`src/rtl/bfp_pkg.sv`:
```
// Shared types, codes and default sizes for the bin-fit placement block.
// No dependencies; used by bfp_alu and bin_fit_placement_top.
`default_nettype none
package bfp_pkg;

  // Field widths fixed by the external interface
  localparam int CMD_W      = 1;
  localparam int IDX_PORT_W = 10;
  localparam int AMT_W      = 23;
  localparam int MODE_W     = 2;
  localparam int COUNT_W    = 11;
  localparam int CFG_DATA_W = 11;
  localparam int CFG_IDX_W  = 2;

  // Default sizing
  localparam int MAX_BUCKETS_DEF = 1024;
  localparam int SPACE_BITS_DEF  = 23;

  // Register reset values
  localparam logic [MODE_W-1:0]  MODE_RST  = 2'd0;
  localparam logic [COUNT_W-1:0] COUNT_RST = 11'd1024;

  // Register indexes
  localparam logic [CFG_IDX_W-1:0] REG_MODE  = 2'd0;
  localparam logic [CFG_IDX_W-1:0] REG_COUNT = 2'd1;

  // Commands
  localparam logic [CMD_W-1:0] CMD_LOAD  = 1'b0;
  localparam logic [CMD_W-1:0] CMD_PLACE = 1'b1;

  // Placement policies
  localparam logic [MODE_W-1:0] MODE_FIRST = 2'd0;
  localparam logic [MODE_W-1:0] MODE_BEST  = 2'd1;
  localparam logic [MODE_W-1:0] MODE_WORST = 2'd2;

  // Compare unit result
  typedef struct packed {
    logic fit;   // bucket space >= ball size
    logic take;  // bucket replaces current pick
  } cmp_res_t;

endpackage
`default_nettype wire

```
`src/rtl/bfp_alu.sv`:
```
// Shared compare/subtract unit: fit test, policy ranking, space update.
// Depends on bfp_pkg.
`default_nettype none
module bfp_alu #(
  parameter int SPACE_BITS = bfp_pkg::SPACE_BITS_DEF
) (
  input  wire logic [bfp_pkg::MODE_W-1:0] mode,
  input  wire logic                       found,
  input  wire logic [SPACE_BITS-1:0]      space,
  input  wire logic [SPACE_BITS-1:0]      amt,
  input  wire logic [SPACE_BITS-1:0]      best,
  output bfp_pkg::cmp_res_t               res,
  output logic      [SPACE_BITS-1:0]      diff
);

  logic fit;
  logic take;

  assign fit = (space >= amt);

  always_comb begin
    case (mode)
      bfp_pkg::MODE_FIRST: take = fit;
      bfp_pkg::MODE_BEST:  take = fit && (!found || (space < best));
      bfp_pkg::MODE_WORST: take = fit && (!found || (space >= best));
      default:             take = 1'b0;
    endcase
  end

  assign res.fit  = fit;
  assign res.take = take;

  // remaining space of the chosen bucket
  assign diff = best - amt;

endmodule
`default_nettype wire

```
`config.mk`:
```
export PLATFORM = sky130hd
export DESIGN_NAME = bfp_alu
export DESIGN_NICKNAME = d
export VERILOG_FILES = /design/src/rtl/bfp_pkg.sv /design/src/rtl/bfp_alu.sv
export SDC_FILE = /design/constraint.sdc
export NUM_CORES = 1
export LEC_CHECK = 0
export BUFFER_PORTS_ARGS = -buffer_cell sky130_fd_sc_hd__buf_4
export CAP_MARGIN = 20
export CORE_ASPECT_RATIO = 0.7
export CORE_MARGIN = 2
export CORE_UTILIZATION = 30
export DETAILED_ROUTE_END_ITERATION = 8
export GPL_TIMING_DRIVEN = 1
export PLACE_DENSITY = 0.5
export SYNTH_ARGS = -nofsm -noshare
export SYNTH_HDL_FRONTEND = slang
export SYNTH_SLANG_ARGS = --single-unit
export TNS_END_PERCENT = 30
```
`constraint.sdc`:
```
create_clock -name vclk -period 3.1
set_input_delay 0.465 -clock vclk [all_inputs]
set_output_delay 0.465 -clock vclk [all_outputs]
set_load 0.03 [all_outputs]
```
==> results of run 1 <==
[cells in the final DEF, fill, tap and decap left out, types with 9 or more instances in the layout]
| cell | instances |
|---|---|
| nand2_1 | 18 |
| buf_4 | 115 |
| inv_1 | 58 |
| a21oi_1 | 27 |
| nand4_1 | 9 |
| ha_1 | 67 |
| xor2_1 | 9 |
| a21o_1 | 15 |
| nor2_1 | 15 |
| o21ai_0 | 13 |
[how the worst max path moves through the flow]
stage                     slack, ns     from  depth (start not counted)  endpoint
after detailed placement      -0.10  best[0]                         12  diff[22]
after floorplan                0.22   amt[6]                         10  diff[21]
after global placement        -0.04  best[0]                         12  diff[22]
final                          0.07   amt[1]                         12    res[0]
after global routing          -0.04  best[0]                         12  diff[22]
after CTS                    -0.001   amt[1]                         12    res[0]
[layout make-up]
cell class | count | area [um^2] | area share
tap | 101 | 126.4 | 0.03628
timing repair buffer | 117 | 889.6 | 0.2554
inverter | 60 | 227.7 | 0.06537
multi-input combinational | 266 | 2240 | 0.6430
[metal layers]
layer | vias up | part of all wire | GRT usage
met3 | 0 | 0.047 | 0.007722
met2 | 57 | 0.41 | 0.2632
met1 | 1172 | 0.54 | 0.2736
li1 | 1410 | - | -
met4 | 0 | 0 | 0
met5 | - | 0 | 0
[repair_timing]
action,CTS,global route
buffers inserted,0,1
hold endpoints to repair,0,0
setup endpoints to repair,3,12
gates resized for setup,4,22
pin swaps,1,15
[logic make-up (layout without fill, tap and decap cells)]
group                    after synthesis  count (layout)
AO/OA/AOI/OAI                         97              97
XOR/XNOR                              17              17
adder cells (fa/ha/maj)               72              72
multiplexers                           3               3
AND/OR/NAND/NOR                       77              77
buffers and inverters                 67             177
[critical path, stage by stage]
cell and delay, ns:
buf_4 0.12, inv_2 0.05, buf_4 0.10, ha_4 0.19, nor2b_1 0.12, o21a_1 0.16, o211ai_1 0.18, a31oi_1 0.11
or4_1 0.53, a41o_1 0.24, nor3b_1 0.14, buf_4 0.16
[power by group]
| group | internal, mW | total, mW | leakage (nW) | switching, mW |
|---|---|---|---|---|
| combinational | 0.351 | 0.782 | 1.94 | 0.431 |
| clock | 0 | 0 | 0 | 0 |
| sequential | 0 | 0 | 0 | 0 |
==> reports/results.tsv, run 1 <==
metric	value	unit
status	complete, no violations	
drv_slew	0	
drc_errors	0	
avgSynthCellArea	7.169	um^2
syn-num-nets	477	
die-area	0.008699	mm^2
post-place-ws	-0.1004	ns
dp_hpwl	7.056	mm
synthTopCellsByArea	ha_1, inv_1, a21oi_1	
drt_iter0_drc	78	
syn_inst	333	
finalNetCount	589	
fin_area	0.003483	mm^2
fin_ws	0.06640	ns
ir_drop	0.1432	mV
grt_pass1_vias	2499	
n_clock_buffer	0	
holdWs	1.316	ns
initial_utilization	0.3059	
synth_top_area_share	0.3721	
maxCapViolations	0	
rsz0062_at_grt	true	
yosysWarnings	0	
yosysTopAreaCell	ha_1	
die_h	78.64	um
min_path_type	primary input to output port	
path_max_fanout	2	
routedWlPerCell	14.23	um
io_pins	97	
n_antenna_cell	0	
grt_max_degree	8	
p_leak	1.935	nW
fmax	329.6	MHz
grt_pass1_wl	12.37	mm
fin_crit	3.034	ns
yosys.area_share.simple	0.1651	
synth_most_common_cell	ha_1	
synth_xor_area_frac	0.06237	
finalCritPeriodShare	0.9786	
yosysUniqueCellTypes	47	
ant_nets	0	
hold_violations	0	
dpl_cell_area	0.003343	mm^2
endpoint_kind	output port	
p_per_area	224.5	mW/mm^2
drive_above_1_share	0.3160	
cts_hold_buf	0	
cp.arrival	2.57	ns
hold_depth	4	
startpoint_type	primary input	
path_class	primary input to output port	
ys_top_cells_by_count	ha_1, inv_1, a21oi_1	
fin_cells	544	
grt.total_usage	0.1708	
row_count	27	
synth.area.mux_share	0.01258	
hold_start	amt[0]	
setup_viol	0	
flops_and_latches	0	
synth_area	0.002387	mm^2
routabilityCongestion	0.9545	
worst_slew_pin_slew	0.3360	ns
p_total	0.7819	mW
die_w	110.6	um
routed_wl	7.740	mm
slew_headroom	0.7736	
dr.pass1.iters	4	
synth_top_family_by_area	adder cells	
seq_area	0	um^2
vias	2639	
synth_compound_area_frac	0.2678	
tns	0	ns
area_growth	45.91	%
via_per_inst	4.851	
grt_overflow	0	
final_util	0.4464	
core_area	0.007804	mm^2
antenna_found_initial	0	
worstPathRequired	2.63	ns
synthAdderAreaFrac	0.3805	
ys_seq_area_frac	0	
dp.cells	543	
fillers	843	
holdPathEnd	diff[0]	
portBuffers	97	
Note: power is estimated with default switching activity, not from simulation.
==> inputs of run 2 (changes only) <==
Settings changed: SETUP_SLACK_MARGIN set to 0.3.
==> run 2 against run 1 <==
  * Power rose by 4.0%
  * Non-clock buffer count up 3
  * Critical path depth did not move
  * Final cell count up 0.55%
  * Sequential cell count stayed put
  * Utilization rose by 1.6 points
  * Clock-buffer cell count is the same
  * Maximum frequency increased by 1.8%
  * Die area did not move
==> reports/results.tsv, run 2 (same netlist as run 1, synthesis figures left out) <==
metric	value	unit	change
area_growth	51.21	%	
finalCritPeriodShare	0.9613		-0.01733
dp.cells	542		-0.18%
final_cell_mix	buf_4, ha_1, inv_1		
fin_cells	547		+0.55%
fmax	335.6	MHz	+1.8%
ir_drop	0.1387	mV	-3.1%
use_met2	0.2742		+0.01104
vias	2583		-2.1%
path_class	primary input to output port		
row_count	27		unchanged
use_met3	0.01004		+0.002317
setup_viol	0		unchanged
n_clock_buffer	0		unchanged
grt.busiest_layer	met2		
maxCapViolations	0		unchanged
cts_hold_buf	0		unchanged
holdPathEnd	diff[0]		
flops_and_latches	0		unchanged
die_h	78.64	um	unchanged
rsz0062_at_grt	true		
ant_nets	0		unchanged
core_area	0.007804	mm^2	unchanged
routed_wl	7.694	mm	-0.59%
drive_above_1_share	0.3498		+0.03375
grt_max_degree	8		unchanged
grt_overflow	0		unchanged
routedWlPerCell	14.07	um	-1.1%
n_antenna_cell	0		unchanged
slew_headroom	0.7680		-0.005625
die_w	110.6	um	unchanged
status	complete, no violations		
die-area	0.008699	mm^2	unchanged
p_leak	1.972	nW	+1.9%
hold_start	amt[0]		
worst_slew_pin_slew	0.3444	ns	+0.008348 ns
p_per_area	225.3	mW/mm^2	+0.36%
dr.pass1.iters	4		unchanged
cp.arrival	2.51	ns	-0.06 ns
fin_crit	2.980	ns	-0.05371 ns
antenna_found_initial	0		unchanged
path_max_fanout	2		unchanged
worstPathRequired	2.63	ns	about the same
hold_depth	4		unchanged
seq_area	0	um^2	unchanged
routabilityCongestion	0.8807		-7.7%
initial_utilization	0.3059		unchanged
min_path_type	primary input to output port		
use_met1	0.2741		+0.0005009
via_per_inst	4.722		-2.7%
grt_pass1_wl	12.84	mm	+3.8%
drv_slew	0		unchanged
startpoint_type	primary input		
grt_pass1_vias	2617		+4.7%
layout_commonest_cell	buf_4		
drt_iter0_drc	101		+29%
drc_errors	0		unchanged
dp_hpwl	6.910	mm	-2.1%
finalNetCount	592		+0.51%
endpoint_kind	output port		
portBuffers	97		unchanged
io_pins	97		unchanged
hold_violations	0		unchanged
tns	0	ns	unchanged
grt.total_usage	0.1760		+0.005215
==> run 2: how the worst max path moves through the flow <==
| stage | from | to | slack, ns |
|---|---|---|---|
| after global routing | amt[1] | res[0] | 0.003 |
| after floorplan | amt[6] | diff[21] | 0.29 |
| after CTS | amt[1] | res[0] | 0.06 |
| after global placement | amt[1] | diff[21] | -0.07 |
| after detailed placement | best[0] | diff[22] | -0.09 |
| final | amt[1] | res[0] | 0.12 |
==> run 2: timing repair <==
action,in CTS,in global routing
pin swaps,20,20
buffers inserted,4,1
resized for setup,35,12
cloned,0,0
endpoints found under the hold margin,0,0
endpoints found under the setup margin,17,18
==> run 2: power by group <==
part           internal, mW  switching, mW
Sequential                0              0
Combinational         0.372          0.441
Clock                     0              0
==> run 2: critical path, stage by stage <==
cell and delay [ns]:
buf_8 0.10, inv_4 0.04, buf_6 0.09, ha_4 0.19, nor2b_4 0.12, o21a_1 0.16
o211ai_1 0.16, a31oi_1 0.13, or4_1 0.51, a41o_1 0.23, nor3b_2 0.16, buf_4 0.17
==> run 2: routing by layer <==
layer	vias to the layer above	share of wire
met5	-	0
met3	4	0.033
met2	40	0.41
li1	1417	-
met4	0	0.0074
met1	1122	0.55
==> run 2: through the flow <==
stage,area [um^2],setup WS (ns),total power [mW],util,hold WS (ns)
2_1_floorplan,2402,0.2889,0.4649,-,1.155
3_3_place_gp,3351,-0.06709,0.7497,0.4294,1.319
3_5_place_dp,3351,-0.09245,0.7503,0.4294,1.319
4_1_cts,3557,0.06371,0.7981,0.4558,1.323
5_1_grt,3610,0.003022,0.8945,0.4626,1.347
6_report,3610,0.1201,0.8131,0.4626,1.329
==> run 2: layout make-up <==
type | instances | area (um^2)
repair buffers | 120 | 930.9
inverters | 60 | 230.2
well taps | 101 | 126.4
fillers | 820 | 4194
multi-input cells | 266 | 2322
==> inputs of run 3 (changes only) <==
Settings changed: CORE_MARGIN 2 to unset.
Clock period 3.1 ns to 3.7 ns, I/O delays scaled along.
==> run 3 against run 2 <==
  * Die area shrank 4.3%
  * Combinational power is 25% lower
  * Final cell count down 4.8%
  * Utilization shrank 3.2 points
  * Hold slack improved by 0.17 ns
  * Critical path depth is 1 lower
  * Non-clock buffer count fell by 23
  * Worst setup slack better by 0.29 ns
  * Cell area is 11% lower
  * Wire length is 3.8% lower
  * Sequential share of layout area stayed put
  * Critical endpoint is now diff[12]
==> reports/results.tsv, run 3 (same netlist as run 1, synthesis figures left out) <==
metric	value	unit	change
endpoint_kind	output port		
fin_cells	521		-4.8%
cp_slowest_cell	fa_1		
dp_hpwl	6.862	mm	-0.69%
fin_crit	3.288	ns	
routedWlPerCell	14.21	um	+0.99%
fillers	819		-0.12%
grt_pass1_vias	2374		-9.3%
slew_headroom	0.7616		-0.006425
n_clock_buffer	0		unchanged
tns	0	ns	unchanged
vias	2541		-1.6%
p_sw_frac	0.5681		+0.02576
p_per_area	188.8	mW/mm^2	-16%
layout_commonest_cell	buf_4		
p_total	0.6089	mW	-25%
setup_viol	0		unchanged
max_stage_delay	0.43	ns	-0.08 ns
area_growth	35.06	%	
portBuffers	97		unchanged
maxCapViolations	0		unchanged
hold_violations	0		unchanged
seq_area	0	um^2	unchanged
finalCritPeriodShare	0.8888		
io_pins	97		unchanged
power.net_switching	0.3459	mW	-22%
ant_nets	0		unchanged
pwr-share-seq	0		unchanged
worstPathRequired	3.14	ns	+0.51 ns
min_path_type	primary input to output port		
status	complete, no violations		
flops_and_latches	0		unchanged
cts_hold_buf	0		unchanged
startpoint_type	primary input		
cp_cell_sequence	buf_4 > ha_1 > fa_1 > nor2b_2 > o31a_1 > o21ai_1 > a21oi_1 > o21ai_0 > a21oi_1 > xor2_1 > buf_4		
post_cts_buffers	0		-4
core_area	0.007482	mm^2	-4.1%
n_antenna_cell	0		unchanged
grt_max_degree	8		unchanged
p_int	0.2630	mW	-29%
grt_pass1_wl	11.92	mm	-7.2%
routed_wl	7.401	mm	-3.8%
cp.arrival	2.73	ns	+0.22 ns
finalNetCount	569		-3.9%
die_h	76.64	um	-2.5%
pwr-share-comb	1.000		about the same
worst_slew_pin_slew	0.3530	ns	+0.008626 ns
rsz0062_at_grt	true		
drv_slew	0		unchanged
p_clk_frac	0		unchanged
p_leak	1.824	nW	-7.5%
via_per_inst	4.877		+3.3%
initial_utilization	0.3191		+0.01315
drc_errors	0		unchanged
row_count	26		-3.7%
drt_iter0_drc	92		-8.9%
ir_drop	0.1577	mV	+14%
path_max_fanout	3		+1
dp.cells	521		-3.9%
routabilityCongestion	0.8611		-2.2%
grt_overflow	0		unchanged
drive_above_1_share	0.2553		-0.09446
antenna_found_initial	0		unchanged
grt.total_usage	0.1790		+0.002986
multi_input_area	0.002148	mm^2	-7.5%
path_class	primary input to output port		
hold_depth	4		unchanged
die-area	0.008324	mm^2	-4.3%
final_cell_mix	buf_4, ha_1, inv_1		
fmax	304.1	MHz	
dr.pass1.iters	4		unchanged
die_w	108.6	um	-1.8%
run 3: cell count changes in the layout (fill, tap and decap cells not counted), moves of 4 or more:
| cell | delta |
|---|---|
| ha_1 | +7 |
| inv_1 | +4 |
| ha_4 | -5 |
| buf_6 | -4 |
| buf_4 | -17 |
run 3: path summary, 6_finish.rpt:
kind       end  slack [ns]  startpoint
min    diff[0]        1.50      amt[0]
max   diff[12]        0.41      amt[0]
run 3: layer usage:
layer  part of all wire  track usage
met2               0.39       0.2532
met5                  0            0
met4                  0            0
met1               0.55       0.3056
met3              0.060     0.001711
run 3: area by class of cell:
class / instances / share of cell area
Multi-Input combinational cell: 266 / 0.6663
Timing Repair Buffer: 97 / 0.2258
Inverter: 60 / 0.06985
Tap cell: 98 / 0.03803
run 3: power groups by stage:
stage / Combinational (mW) / Clock [mW] / Sequential, mW
CTS: 0.607 / 0 / 0
detailed placement: 0.604 / 0 / 0
floorplan: 0.386 / 0 / 0
global route: 0.672 / 0 / 0
global placement: 0.604 / 0 / 0
finish: 0.609 / 0 / 0
run 3: metrics by stage:
step	setup slack [ns]	area [um^2]	hold slack, ns	utilization
2_1_floorplan	0.6406	2387	1.335	-
4_1_cts	0.3017	3197	1.510	0.4273
5_1_grt	0.2837	3224	1.526	0.4309
3_3_place_gp	0.3425	3197	1.499	0.4273
6_report	0.4115	3224	1.503	0.4309
3_5_place_dp	0.3055	3197	1.509	0.4273
run 3: timing repair:
item / in CTS / in global routing
resized for setup: 0 / 6
endpoints found under the hold margin: 0 / 0
setup endpoints to repair: 0 / 5
run 3: critical path: cells and delay by family:
family / cells / cell delay (ns)
xor+xnor: 1 / 0.20
simple gates: 1 / 0.22
compound gates: 5 / 0.81
buf+inv: 2 / 0.31
fa+ha+maj: 2 / 0.65
